File: config.mk
export PLATFORM = sky130hd
export DESIGN_NAME = speller_score_accumulate_argmax_unit
export DESIGN_NICKNAME = d
export VERILOG_FILES = /design/src/rtl/core/sscam_pkg.sv /design/src/rtl/core/sscam_fifo.sv /design/src/rtl/core/sscam_front.sv /design/src/rtl/core/sscam_back.sv /design/src/rtl/core/speller_score_accumulate_argmax_unit.sv
export SDC_FILE = /design/constraint.sdc
export NUM_CORES = 2
export LEC_CHECK = 0
export ABC_AREA = 1
export BUFFER_PORTS_ARGS = -buffer_cell sky130_fd_sc_hd__buf_2
export CORE_MARGIN = 5
export CORE_UTILIZATION = 63
export DETAILED_ROUTE_END_ITERATION = 8
export PLACE_DENSITY = 0.79
export SYNTH_ARGS = -nofsm -noshare
export SYNTH_HDL_FRONTEND = slang
export SYNTH_SLANG_ARGS = --single-unit
File: constraint.sdc
create_clock -name clock -period 11.71 [get_ports clock]
set_input_delay 1.171 -clock clock [delete_from_list [all_inputs] [get_ports clock]]
set_output_delay 1.171 -clock clock [all_outputs]
set_load 0.005 [all_outputs]
File: src/rtl/core/sscam_pkg.sv
// ----------------------------------------------------------------------------
// sscam_pkg
// shared widths, codes and transaction types of the speller score unit
// ----------------------------------------------------------------------------
package sscam_pkg;

   localparam int STIM_W      = 5;
   localparam int SCORE_W     = 24;
   localparam int SUM_W       = 32;
   localparam int IDX_W       = 4;
   localparam int DIM_W       = 5;
   localparam int SYM_W       = 8;
   localparam int CSR_IDX_W   = 2;
   localparam int QUEUE_DEPTH = 4;
   localparam int QCNT_W      = 3;

   localparam logic [CSR_IDX_W-1:0] REG_NUM_COLS = 2'd0;
   localparam logic [CSR_IDX_W-1:0] REG_NUM_ROWS = 2'd1;

   localparam logic [DIM_W-1:0] DIM_RESET = 5'd6;
   localparam logic [DIM_W-1:0] DIM_MIN   = 5'd1;
   localparam logic [DIM_W-1:0] DIM_MAX   = 5'd16;

   // skip: outside the sum store, acc: summed only, col/row: summed and compared
   typedef enum logic [1:0] {
      KIND_SKIP,
      KIND_ACC,
      KIND_COL,
      KIND_ROW
   } kind_type;

   typedef struct packed {
      logic [STIM_W-1:0]         stimulus;
      logic signed [SCORE_W-1:0] score;
      logic                      new_letter;
      logic                      last_of_sequence;
      logic [IDX_W-1:0]          target_col;
      logic [IDX_W-1:0]          target_row;
      kind_type                  kind;
      logic [IDX_W-1:0]          local_index;
      logic [DIM_W-1:0]          cols;
   } item_type;

   typedef struct packed {
      logic [IDX_W-1:0] pred_col;
      logic [IDX_W-1:0] pred_row;
      logic [SYM_W-1:0] symbol_index;
      logic             hit;
   } result_type;

endpackage

File: src/rtl/core/sscam_fifo.sv
// ----------------------------------------------------------------------------
// sscam_fifo
// short register queue decoupling two pipeline sections
// ----------------------------------------------------------------------------
module sscam_fifo #(
   parameter type T     = logic,
   parameter int  DEPTH = 4
) (
   input  logic                         clock,
   input  logic                         reset,
   input  logic                         push,
   input  T                             push_data,
   output logic                         full,
   input  logic                         pop,
   output T                             pop_data,
   output logic                         empty,
   output logic [$clog2(DEPTH+1)-1:0]   count
);

   localparam int PW = (DEPTH > 1) ? $clog2(DEPTH) : 1;
   localparam int CW = $clog2(DEPTH + 1);

   T                store_ff [DEPTH];
   logic [PW-1:0]   wr_ptr_ff, wr_ptr_in;
   logic [PW-1:0]   rd_ptr_ff, rd_ptr_in;
   logic [CW-1:0]   count_ff, count_in;
   logic            do_push, do_pop;

   assign full     = (count_ff == CW'(DEPTH));
   assign empty    = (count_ff == '0);
   assign count    = count_ff;
   assign pop_data = store_ff[rd_ptr_ff];
   assign do_push  = push && !full;
   assign do_pop   = pop && !empty;

   always_comb begin
      wr_ptr_in = wr_ptr_ff;
      rd_ptr_in = rd_ptr_ff;
      count_in  = count_ff;
      if (do_push) begin
         wr_ptr_in = (wr_ptr_ff == PW'(DEPTH - 1)) ? '0 : wr_ptr_ff + 1'b1;
      end
      if (do_pop) begin
         rd_ptr_in = (rd_ptr_ff == PW'(DEPTH - 1)) ? '0 : rd_ptr_ff + 1'b1;
      end
      if (do_push && !do_pop) begin
         count_in = count_ff + 1'b1;
      end else if (do_pop && !do_push) begin
         count_in = count_ff - 1'b1;
      end
   end

   always_ff @(posedge clock) begin
      if (reset) begin
         wr_ptr_ff <= '0;
         rd_ptr_ff <= '0;
         count_ff  <= '0;
      end else begin
         wr_ptr_ff <= wr_ptr_in;
         rd_ptr_ff <= rd_ptr_in;
         count_ff  <= count_in;
      end
   end

   always_ff @(posedge clock) begin
      if (do_push) begin
         store_ff[wr_ptr_ff] <= push_data;
      end
   end

endmodule

File: src/rtl/core/sscam_front.sv
// ----------------------------------------------------------------------------
// sscam_front
// configuration registers and classification of incoming score transactions
// ----------------------------------------------------------------------------
module sscam_front #(
   parameter int MAX_STIMULI = 32
) (
   input  logic                                 clock,
   input  logic                                 reset,
   input  logic                                 csr_valid,
   output logic                                 csr_ready,
   input  logic [sscam_pkg::CSR_IDX_W-1:0]      csr_index,
   input  logic [sscam_pkg::DIM_W-1:0]          csr_data,
   input  logic                                 req_push,
   input  logic [sscam_pkg::STIM_W-1:0]         req_stimulus,
   input  logic signed [sscam_pkg::SCORE_W-1:0] req_score,
   input  logic                                 req_new_letter,
   input  logic                                 req_last_of_sequence,
   input  logic [sscam_pkg::IDX_W-1:0]          req_target_col,
   input  logic [sscam_pkg::IDX_W-1:0]          req_target_row,
   input  logic                                 mid_full,
   output logic                                 mid_push,
   output sscam_pkg::item_type                  mid_item
);

   import sscam_pkg::*;

   logic [DIM_W-1:0] num_cols_ff, num_cols_in;
   logic [DIM_W-1:0] num_rows_ff, num_rows_in;
   logic [DIM_W-1:0] cols, rows;
   logic [DIM_W:0]   span;
   logic             in_store;

   function automatic logic [DIM_W-1:0] clamp_dim(input logic [DIM_W-1:0] v);
      logic [DIM_W-1:0] r;
      r = v;
      if (v < DIM_MIN) begin
         r = DIM_MIN;
      end else if (v > DIM_MAX) begin
         r = DIM_MAX;
      end
      return r;
   endfunction

   assign csr_ready = 1'b1;

   always_comb begin
      num_cols_in = num_cols_ff;
      num_rows_in = num_rows_ff;
      if (csr_valid) begin
         case (csr_index)
            REG_NUM_COLS: num_cols_in = csr_data;
            REG_NUM_ROWS: num_rows_in = csr_data;
            default: ;
         endcase
      end
   end

   always_ff @(posedge clock) begin
      if (reset) begin
         num_cols_ff <= DIM_RESET;
         num_rows_ff <= DIM_RESET;
      end else begin
         num_cols_ff <= num_cols_in;
         num_rows_ff <= num_rows_in;
      end
   end

   assign cols     = clamp_dim(num_cols_ff);
   assign rows     = clamp_dim(num_rows_ff);
   assign span     = {1'b0, cols} + {1'b0, rows};
   assign in_store = int'(req_stimulus) < MAX_STIMULI;
   assign mid_push = req_push && !mid_full;

   always_comb begin
      mid_item.stimulus         = req_stimulus;
      mid_item.score            = req_score;
      mid_item.new_letter       = req_new_letter;
      mid_item.last_of_sequence = req_last_of_sequence;
      mid_item.target_col       = req_target_col;
      mid_item.target_row       = req_target_row;
      mid_item.cols             = cols;
      mid_item.kind             = KIND_SKIP;
      mid_item.local_index      = '0;
      if (in_store) begin
         if (req_stimulus < cols) begin
            mid_item.kind        = KIND_COL;
            mid_item.local_index = IDX_W'(req_stimulus);
         end else if ({1'b0, req_stimulus} < span) begin
            mid_item.kind        = KIND_ROW;
            mid_item.local_index = IDX_W'(req_stimulus - cols);
         end else begin
            mid_item.kind = KIND_ACC;
         end
      end
   end

endmodule

File: src/rtl/core/sscam_back.sv
// ----------------------------------------------------------------------------
// sscam_back
// sum store read-modify-write, running column and row maxima, result build
// ----------------------------------------------------------------------------
module sscam_back #(
   parameter int MAX_STIMULI = 32
) (
   input  logic                             clock,
   input  logic                             reset,
   input  sscam_pkg::item_type              mid_item,
   input  logic                             mid_empty,
   output logic                             mid_pop,
   input  logic [sscam_pkg::QCNT_W-1:0]     out_count,
   output logic                             res_push,
   output sscam_pkg::result_type            res_data
);

   import sscam_pkg::*;

   localparam int AW = (MAX_STIMULI > 1) ? $clog2(MAX_STIMULI) : 1;
   localparam logic signed [SUM_W-1:0] SUM_HI = {1'b0, {(SUM_W-1){1'b1}}};
   localparam logic signed [SUM_W-1:0] SUM_LO = {1'b1, {(SUM_W-1){1'b0}}};

   logic signed [SUM_W-1:0] sums_mem [MAX_STIMULI];
   logic [MAX_STIMULI-1:0]  written_ff;

   logic                    issue;
   logic [AW-1:0]           rd_addr;
   logic signed [SUM_W-1:0] rd_data_ff;
   logic                    rd_written_ff;
   item_type                b_item_ff;
   logic                    b_valid_ff;
   logic [AW-1:0]           b_addr_ff;

   logic                    fwd_valid_ff;
   logic [AW-1:0]           fwd_addr_ff;
   logic signed [SUM_W-1:0] fwd_data_ff;

   logic signed [SUM_W-1:0] best_col_sum_ff, best_col_sum_in;
   logic signed [SUM_W-1:0] best_row_sum_ff, best_row_sum_in;
   logic [IDX_W-1:0]        best_col_index_ff, best_col_index_in;
   logic [IDX_W-1:0]        best_row_index_ff, best_row_index_in;
   logic                    col_seen_ff, col_seen_in;
   logic                    row_seen_ff, row_seen_in;

   logic signed [SUM_W-1:0] old_sum, new_sum;
   logic [SUM_W:0]          wide_sum;
   logic                    wr_en;
   logic [8:0]              sym_wide;

   // room in the result queue for anything still in flight
   assign issue   = !mid_empty &&
                    ((int'(out_count) + int'(b_valid_ff)) < QUEUE_DEPTH);
   assign mid_pop = issue;
   assign rd_addr = AW'(mid_item.stimulus);

   always_ff @(posedge clock) begin
      if (issue) begin
         rd_data_ff    <= sums_mem[rd_addr];
         rd_written_ff <= written_ff[rd_addr];
         b_item_ff     <= mid_item;
         b_addr_ff     <= rd_addr;
      end
   end

   always_comb begin
      if (fwd_valid_ff && (fwd_addr_ff == b_addr_ff)) begin
         old_sum = fwd_data_ff;
      end else if (rd_written_ff) begin
         old_sum = rd_data_ff;
      end else begin
         old_sum = '0;
      end
      wide_sum = {old_sum[SUM_W-1], old_sum} + (SUM_W+1)'(b_item_ff.score);
      if (b_item_ff.new_letter) begin
         new_sum = SUM_W'(b_item_ff.score);
      end else if (wide_sum[SUM_W] != wide_sum[SUM_W-1]) begin
         new_sum = wide_sum[SUM_W] ? SUM_LO : SUM_HI;
      end else begin
         new_sum = wide_sum[SUM_W-1:0];
      end
   end

   assign wr_en = b_valid_ff && (b_item_ff.kind != KIND_SKIP);

   always_comb begin
      best_col_sum_in   = best_col_sum_ff;
      best_row_sum_in   = best_row_sum_ff;
      best_col_index_in = best_col_index_ff;
      best_row_index_in = best_row_index_ff;
      col_seen_in       = col_seen_ff;
      row_seen_in       = row_seen_ff;
      if (b_valid_ff) begin
         case (b_item_ff.kind)
            KIND_COL: begin
               if (!col_seen_ff || (new_sum > best_col_sum_ff)) begin
                  best_col_sum_in   = new_sum;
                  best_col_index_in = b_item_ff.local_index;
                  col_seen_in       = 1'b1;
               end
            end
            KIND_ROW: begin
               if (!row_seen_ff || (new_sum > best_row_sum_ff)) begin
                  best_row_sum_in   = new_sum;
                  best_row_index_in = b_item_ff.local_index;
                  row_seen_in       = 1'b1;
               end
            end
            default: ;
         endcase
      end

      sym_wide = {5'b0, best_row_index_in} * {4'b0, b_item_ff.cols}
               + {5'b0, best_col_index_in};
      res_data.pred_col     = best_col_index_in;
      res_data.pred_row     = best_row_index_in;
      res_data.symbol_index = sym_wide[SYM_W-1:0];
      res_data.hit          = (best_col_index_in == b_item_ff.target_col) &&
                              (best_row_index_in == b_item_ff.target_row);

      // end of sequence: maxima start over
      if (b_valid_ff && b_item_ff.last_of_sequence) begin
         best_col_sum_in   = '0;
         best_row_sum_in   = '0;
         best_col_index_in = '0;
         best_row_index_in = '0;
         col_seen_in       = 1'b0;
         row_seen_in       = 1'b0;
      end
   end

   assign res_push = b_valid_ff && b_item_ff.last_of_sequence;

   always_ff @(posedge clock) begin
      if (reset) begin
         b_valid_ff        <= 1'b0;
         fwd_valid_ff      <= 1'b0;
         written_ff        <= '0;
         best_col_sum_ff   <= '0;
         best_row_sum_ff   <= '0;
         best_col_index_ff <= '0;
         best_row_index_ff <= '0;
         col_seen_ff       <= 1'b0;
         row_seen_ff       <= 1'b0;
      end else begin
         b_valid_ff        <= issue;
         fwd_valid_ff      <= wr_en;
         if (wr_en) begin
            written_ff[b_addr_ff] <= 1'b1;
         end
         best_col_sum_ff   <= best_col_sum_in;
         best_row_sum_ff   <= best_row_sum_in;
         best_col_index_ff <= best_col_index_in;
         best_row_index_ff <= best_row_index_in;
         col_seen_ff       <= col_seen_in;
         row_seen_ff       <= row_seen_in;
      end
   end

   always_ff @(posedge clock) begin
      fwd_addr_ff <= b_addr_ff;
      fwd_data_ff <= new_sum;
      if (wr_en) begin
         sums_mem[b_addr_ff] <= new_sum;
      end
   end

endmodule

File: src/rtl/core/speller_score_accumulate_argmax_unit.sv
// ----------------------------------------------------------------------------
// speller_score_accumulate_argmax_unit
// per-stimulus score sums with column and row argmax per sequence
// ----------------------------------------------------------------------------
// Score transactions enter on the req_ queue port: an item is taken when
// req_push is high and req_full is low. One item can be taken every cycle while req_full stays low.
// Each item updates the saturating sum of its stimulus and the running
// column and row maxima; an item with last_of_sequence set yields one
// result on the rsp_ queue port, present while rsp_empty is low and
// taken with rsp_pop.
// From accept to a visible result, the classified item leaves the 4-entry
// middle queue and the sum store is read (registered read); then the add,
// compare and result build run and the result enters the result queue,
// with a forwarding path for back-to-back hits on the same stimulus.
// Sustained throughput is one item per cycle while the result queue has room,
// the sum store read-modify-write using a separate read and write port.
// Reset clears the sums at once through per-entry written flags, restores
// num_cols and num_rows to 6 and leaves both queues empty; no clearing
// pass is needed. When the receiver stalls, the 4-entry result queue
// fills, the back end holds, the middle queue fills and req_full rises.
// Registers num_cols and num_rows are written through csr_, always ready.
// ----------------------------------------------------------------------------
module speller_score_accumulate_argmax_unit #(
   parameter int MAX_STIMULI = 32
) (
   input  logic                                 clock,
   input  logic                                 reset,
   input  logic                                 req_push,
   output logic                                 req_full,
   input  logic [sscam_pkg::STIM_W-1:0]         req_stimulus,
   input  logic signed [sscam_pkg::SCORE_W-1:0] req_score,
   input  logic                                 req_new_letter,
   input  logic                                 req_last_of_sequence,
   input  logic [sscam_pkg::IDX_W-1:0]          req_target_col,
   input  logic [sscam_pkg::IDX_W-1:0]          req_target_row,
   output logic                                 rsp_empty,
   input  logic                                 rsp_pop,
   output logic [sscam_pkg::IDX_W-1:0]          rsp_pred_col,
   output logic [sscam_pkg::IDX_W-1:0]          rsp_pred_row,
   output logic [sscam_pkg::SYM_W-1:0]          rsp_symbol_index,
   output logic                                 rsp_hit,
   input  logic                                 csr_valid,
   output logic                                 csr_ready,
   input  logic [sscam_pkg::CSR_IDX_W-1:0]      csr_index,
   input  logic [sscam_pkg::DIM_W-1:0]          csr_data
);

   import sscam_pkg::*;

   item_type          mid_in_item, mid_out_item;
   logic              mid_push, mid_full, mid_pop, mid_empty;
   result_type        res_data, rsp_data;
   logic              res_push;
   logic [QCNT_W-1:0] out_count;

   assign req_full = mid_full;

   sscam_front #(
      .MAX_STIMULI (MAX_STIMULI)
   ) u_front (
      .clock                (clock),
      .reset                (reset),
      .csr_valid            (csr_valid),
      .csr_ready            (csr_ready),
      .csr_index            (csr_index),
      .csr_data             (csr_data),
      .req_push             (req_push),
      .req_stimulus         (req_stimulus),
      .req_score            (req_score),
      .req_new_letter       (req_new_letter),
      .req_last_of_sequence (req_last_of_sequence),
      .req_target_col       (req_target_col),
      .req_target_row       (req_target_row),
      .mid_full             (mid_full),
      .mid_push             (mid_push),
      .mid_item             (mid_in_item)
   );

   sscam_fifo #(
      .T     (item_type),
      .DEPTH (QUEUE_DEPTH)
   ) u_mid_queue (
      .clock     (clock),
      .reset     (reset),
      .push      (mid_push),
      .push_data (mid_in_item),
      .full      (mid_full),
      .pop       (mid_pop),
      .pop_data  (mid_out_item),
      .empty     (mid_empty),
      .count     ()
   );

   sscam_back #(
      .MAX_STIMULI (MAX_STIMULI)
   ) u_back (
      .clock     (clock),
      .reset     (reset),
      .mid_item  (mid_out_item),
      .mid_empty (mid_empty),
      .mid_pop   (mid_pop),
      .out_count (out_count),
      .res_push  (res_push),
      .res_data  (res_data)
   );

   sscam_fifo #(
      .T     (result_type),
      .DEPTH (QUEUE_DEPTH)
   ) u_rsp_queue (
      .clock     (clock),
      .reset     (reset),
      .push      (res_push),
      .push_data (res_data),
      .full      (),
      .pop       (rsp_pop),
      .pop_data  (rsp_data),
      .empty     (rsp_empty),
      .count     (out_count)
   );

   assign rsp_pred_col     = rsp_data.pred_col;
   assign rsp_pred_row     = rsp_data.pred_row;
   assign rsp_symbol_index = rsp_data.symbol_index;
   assign rsp_hit          = rsp_data.hit;

endmodule

; ---- After elaboration in Yosys (flattened, before gate mapping)
; Memories as Yosys holds them, arrays and structs flattened. A register that Yosys moved wholly into a read port is not among the register bits.
; Cells that the tools add are included.
[op_classes]
eq_ne = 13
n_mux = 40
multipliers = 1
n_reduce_logical = 38
n_lt_le_gt_ge = 12
bitwise_logic = 1
addsub = 13
[op_table]
columns = op, n
row1 = 32-bit 2-to-1 mux, 5
row2 = 32-bit > comparator, 2
row3 = 32-bit by 24-bit adder with 33-bit output, 1
row4 = 32-bit by 4-bit less-than comparator with 1-bit output (second input constant), 1
row5 = 32-bit OR, 1
row6 = 4-bit 2-to-1 mux, 7
row7 = 5-bit 2-to-1 mux, 4
row8 = 2-bit 2-to-1 mux, 9
row9 = 1-bit logical AND, 15
row10 = 2-bit == test (second input constant), 6
row11 = 5-bit by 6-bit less-than comparator with 1-bit output (second input constant), 2
row12 = 3-bit 2-to-1 mux, 4
row13 = 5-bit > comparator (second input constant), 2
row14 = 1-bit logical NOT, 10
row15 = 5-bit by 1-bit less-than comparator with 1-bit output (second input constant), 2
row16 = 2-bit by 1-bit adder with 2-bit output (second input constant), 4
row17 = 8-bit by 4-bit adder with 8-bit output, 1
row18 = 4-bit == test, 2
row19 = 4-bit by 5-bit multiplier with 8-bit output, 1
row20 = 1-bit 2-to-1 mux, 8
row21 = 3-bit by 1-bit adder with 3-bit output (second input constant), 2
row22 = 5-bit by 5-bit adder with 6-bit output, 1
row23 = 3-bit == test (second input constant), 2
row24 = 3-bit logical NOT, 2
row25 = 18 further kinds, 24
[totals]
wordCells = 150
mem_bits_rw = 1292
output_inout_bits = 20
input_bits = 51
memories = 3
register_bits = 220
[memory_table]
columns = memory, depth, word_bits, read_ports, rd_clocked_by_memory_dff, write_ports, line_no
row1 = u_back.sums_mem, 32, 32, 1, 1, 1, sscam_back.sv:24  ; logic signed [SUM_W-1:0] sums_mem [MAX_STIMULI];
row2 = u_mid_queue.store_ff, 4, 50, 1, 1, 1, sscam_fifo.sv:23  ; T store_ff [DEPTH];
row3 = u_rsp_queue.store_ff, 4, 17, 1, 1, 1, sscam_fifo.sv:23

; ---- Longest topological paths before layout
[depth]
depth_word = 14
mapped_depth = 63
depth_no_buf = 59

; ---- Modules after synthesis
; Synthesis repeated with hierarchy kept, for this count alone.
[hier_totals]
cells_unflattened = 5365
area_unflattened_um2 = 64634.5
[modules_own_cells]
columns = module, area_per_inst_um2, cells_per_inst, instances, seq_area_each_um2
row1 = sscam_back, 52182.5, 4385, 1, 36144.7
row2 = sscam_fifo (u_mid_queue), 8052.7, 554, 1, 6185.9
row3 = sscam_fifo (u_rsp_queue), 3090.5, 235, 1, 2222.1
row4 = sscam_front, 1308.8, 191, 1, 200.2

; ---- Worst setup path after synthesis
; OpenSTA, ideal clock, no wires.
[synth_timing]
kind = register to register
startpoint = register u_back.b_addr_ff[3]
endpoint = memory u_rsp_queue.store_ff[0][8] (netlist bit) (data pin)
path_buffers = 3
setup_slack_ns = 2.044
setup_time_ns = 0.262
t_required_ns = 11.448
path_stages_with_launch = 55
synth_period_minus_slack_ns = 9.666
arrival_time_ns = 9.404
path_cell_list = edfxtp_1 inv_1 o21ai_0 a221oi_1 nand4_1 clkbuf_1 nor2_1 a21oi_1 ha_1 nand2_1 inv_1 nand2_1 nor3_1 nand4_1 nand3_1 nand2_1 o211ai_1 nand2_1 [19 not listed] buf_4 nand2_1 nand2_1 inv_1 nand2_1 fa_1 fa_1 fa_1 inv_1 ha_1 nand2_1 nor2_1 a211oi_1 o21ai_0 a21oi_1 xnor2_1 xnor2_1 inv_1
[synth_rtl]
columns = item, line_no
row1 = "start, declared", sscam_back.sv:33  ; logic [AW-1:0] b_addr_ff;
row2 = "start signal, assigned", sscam_back.sv:62  ; b_addr_ff <= rd_addr;
row3 = "end, declared", sscam_fifo.sv:23

==> results.env <==
HTREEDEPTH=4
ROW_COUNT=117
YOSYSSEQAREASHARE_PCT=68.9
WL_PER_CELL_UM=23.2
SYNTH-SEQ-CELLS=1548
GRT_START_MAX_NET_PINS=215
CHIPHEIGHT_UM=331
FINAL_TOTAL_NEGATIVE_SETUP_SLACK_NS=0
GP_ROUTABILITY_CONGESTION=0.943
CLOCKBUFFERDEPTH=3
YOSYS_TOP_CELL_BY_AREA='sky130_fd_sc_hd__edfxtp_1'
FP.DIEAREA_UM2=110000
CHIPWIDTH_UM=331
SYNTH_COMMON_CELLS='sky130_fd_sc_hd__edfxtp_1 (1,375), sky130_fd_sc_hd__nor2_1 (1,007), sky130_fd_sc_hd__o21ai_0 (505), sky130_fd_sc_hd__inv_1 (482), sky130_fd_sc_hd__a21oi_1 (373)'
CRIT_TOP_CELL='sky130_fd_sc_hd__nand2_1'
YOSYS-TOP-CELLS-AREA='sky130_fd_sc_hd__edfxtp_1 (64%), sky130_fd_sc_hd__nor2_1 (5.8%), sky130_fd_sc_hd__dfxtp_1 (5.3%)'
CLKSLEWWORSTSETUPHOLDPATHS_NS=0.06
SYNTH_ASYNC_SR_FLOP_SHARE_PCT=0
DOMINANT_REGISTER_CELL_IN_THE_SYNTHESIZED_NETLIST='sky130_fd_sc_hd__edfxtp_1'
MAX-CAP-VIOLATIONS=0
SYNTH_AREA_UM2=65000
UNREPAIRED_SETUP_ENDPOINTS_AFTER_GLOBAL_ROUTING='false'
NUMCTSBUFFERS=153
CLOCK_SKEW_NS=0.0288
IOS=71
COUNT_OF_TRITONROUTE_ITERATIONS_IN_THE_FIRST_ROUTING_PASS=6
CTS_TREE='yes'
SYNTHESIS.AREA_PER_INSTANCE_UM2=11.8
DP_HPWL_UM=91900
NUM_VIAS=43557
DRT_ITER0_DRC=5291
FRACTION_OF_LAYOUT_CELLS_WITH_A_SIZE_SUFFIX_ABOVE_1_PCT=8.68
FINALHOLDVIOLCOUNT=0
WORST-SETUP-PATH-TYPE='flop to flop'
GRT_PASS1_VIAS=42496
PLACEABLECOREAREA_UM2=102000
MAX_SLEW.WORST_PIN.SLEW_NS=1.14
CTS_HOLD_BUFFERS=0
SYNTH_CELL_TYPE_COUNT=52
HOLDCRITPATHCLASS='flop to flop'
GRT-OVFL-TOTAL=0
CLK_ROOT_BUFFER_CELL='sky130_fd_sc_hd__clkbuf_16'
REQUIRED_TIME_OF_THE_WORST_SETUP_PATH_NS=12.22
SYNTH_TOP_AREA_SHARE_PCT=63.6
SYNTH_CELLS=5485
WORSTSETUPENDPOINTTYPE='flop'
OUTCOME='complete, no violations'
CRIT_PATH_START_KIND='flop'
MAX_CLOCK_FREQ_MHz=95.2
INSERTION_DELAY_NS=0.78
REPORT.FINAL.SETUP_VIOL=0
TIMING.FINAL.MAX_SLEW_VIOLATIONS=0
DETAIL_ROUTE.DRC_VIOLATIONS=0
NETS=5715
AREA_DELTA_SYNTH_FINAL_PCT=10.5
PLACEMENT.IO_BUFFERS=69
SLEW_HEADROOM_PCT=23.8
CP_SLOWEST_CELL='sky130_fd_sc_hd__fa_1'
TRACK_USAGE_PCT=29.5
SYNTH-EDFF-COUNT=1375
GRT_ANTENNA_BEFORE_REPAIR=3
FLOORPLAN.INITIALDENSITY_PCT=63.7
SYNTHESIZED_NETLIST_NET_COUNT=5690
FINAL_ANTENNA_NET_COUNT=0
FILLER_CELL_COUNT=6798
GRT_FIRST_PASS_WIRELENGTH_UM=246000
SYNTHESIS.YOSYS.WARNINGS=0
LAYOUT_WORST_PATH_CYCLE_SHARE_PCT=89.7
ARRIVAL_NS=11.01
POST-SYNTH-TOP-COUNT-CELL='sky130_fd_sc_hd__edfxtp_1'
CLOCK-SINKS=1548
CP_SLOWEST_STAGE_DELAY_NS=0.51
PERIOD_NEEDED_NS=10.51
DRT-TOTAL-WL_UM=162000
CRITICAL_PATH_PEAK_FANOUT=24
DETAIL_ROUTE.VIAS_PER_CELL=6.22
layout by cell type (no fill, tap or decap), types with 19 or more instances in the layout:
cell type / netlist / routed
sky130_fd_sc_hd__edfxtp_1: 1375 / 1375
sky130_fd_sc_hd__o311ai_0: 132 / 132
sky130_fd_sc_hd__nor2_1: 1007 / 971
sky130_fd_sc_hd__o32ai_1: 33 / 33
sky130_fd_sc_hd__o211ai_1: 47 / 47
sky130_fd_sc_hd__a21oi_1: 373 / 372
sky130_fd_sc_hd__buf_4: 13 / 113
sky130_fd_sc_hd__inv_1: 482 / 479
sky130_fd_sc_hd__a31oi_1: 72 / 72
sky130_fd_sc_hd__o22ai_1: 63 / 63
sky130_fd_sc_hd__clkinv_2: 0 / 19
sky130_fd_sc_hd__ha_1: 141 / 141
sky130_fd_sc_hd__dfxtp_1: 173 / 172
sky130_fd_sc_hd__o311ai_1: 94 / 94
sky130_fd_sc_hd__xor2_1: 24 / 24
sky130_fd_sc_hd__nand3_1: 148 / 148
sky130_fd_sc_hd__nand2_1: 342 / 342
sky130_fd_sc_hd__buf_2: 103 / 69
sky130_fd_sc_hd__o21ai_0: 505 / 505
sky130_fd_sc_hd__clkinv_1: 0 / 35
sky130_fd_sc_hd__nor2_4: 0 / 36
sky130_fd_sc_hd__clkbuf_16: 0 / 156
sky130_fd_sc_hd__clkbuf_1: 189 / 33
layout make-up:
type,count,area (um^2),area share (%)
clock buffers,197,4140,5.76
diodes,4,10.0,0.0139
flip-flops and latches,1548,44800,62.4
clock inverters,82,746,1.04
repair buffers,185,1250,1.75
multi-input cells,3134,17300,24.1
well taps,1368,1710,2.38
inverters,488,1850,2.58
metal layers:
| metal | track usage, % | vias up | wire length (um) |
|---|---|---|---|
| met3 | 4.94 | 428 | 14800 |
| met2 | 47.5 | 2244 | 77600 |
| li1 | - | 19820 | - |
| met4 | 12.3 | 2 | 6760 |
| met1 | 40.5 | 21063 | 63300 |
| met5 | 0 | - | 13 |
metrics by stage:
step | area, um^2 | hold WS, ns | setup WS, ns | cells | utilization (%)
after floorplan | 65000 | 0.394 | 2.04 | 5485 | -
after global placement | 66900 | 0.399 | 1.22 | 6720 | 65.5
after detailed placement | 66900 | 0.415 | 0.863 | 6720 | 65.5
after CTS | 71700 | 0.432 | 0.779 | 6999 | 70.3
after global routing | 71800 | 0.474 | 0.125 | 7003 | 70.3
final | 71800 | 0.438 | 1.20 | 7006 | 70.3
registers in the layout (all words and copies together) (netlist names), 32 cells and up, named ones only:
signal / flops
u_back.best_row_sum_ff: 32
u_back.fwd_data_ff: 32
u_back.rd_data_ff: 32
u_back.written_ff: 32
u_back.best_col_sum_ff: 32
u_mid_queue.store_ff: 200
u_rsp_queue.store_ff: 68
u_back.b_item_ff: 45
u_back.sums_mem: 1024
worst max-delay path, delay by kind of cell (launching register included):
kind | cells | cell delay, ns
AO/OA/AOI/OAI | 9 | 1.52
flip-flops | 1 | 0.43
buffers and inverters | 7 | 1.33
adder cells (fa/ha/maj) | 7 | 2.83
AND/OR/NAND/NOR | 28 | 3.57
XOR/XNOR | 3 | 0.53
cells by family (layout without fill, tap and decap cells):
group                      after synthesis  count (layout)  synth area share [%]
and+or+nand+nor                       1561            1561                  9.62
other                                    1               5               0.00577
adders and majority gates              154             154                  3.12
AOI/OAI and AO/OA                     1385            1385                  12.9
DFF                                   1548            1548                  68.9
xor gates and xnor gates                33              33                 0.445
buffers and inverters                  803             952                  5.00
final timing paths:
kind | start | cells past startpoint | slack [ns] | endpoint
setup / recovery | u_back.b_addr_ff[3] | 54 | 1.20 | u_rsp_queue.store_ff[3][8]
hold / removal | u_back.b_addr_ff[3] | 0 | 0.44 | u_back.fwd_addr_ff[3]
setup reg to reg | u_back.b_addr_ff[3] | 54 | 1.20 | u_rsp_queue.store_ff[3][8]
hold reg to reg | u_back.b_addr_ff[3] | 0 | 0.44 | u_back.fwd_addr_ff[3]
what timing repair did:
item	4_1_cts	5_1_grt
setup buffers	0	3
setup endpoints to repair	0	16
resized for setup	0	0
Power is not shown: default switching activity piles up to over one toggle a cycle in this logic, so the estimate is an artifact.
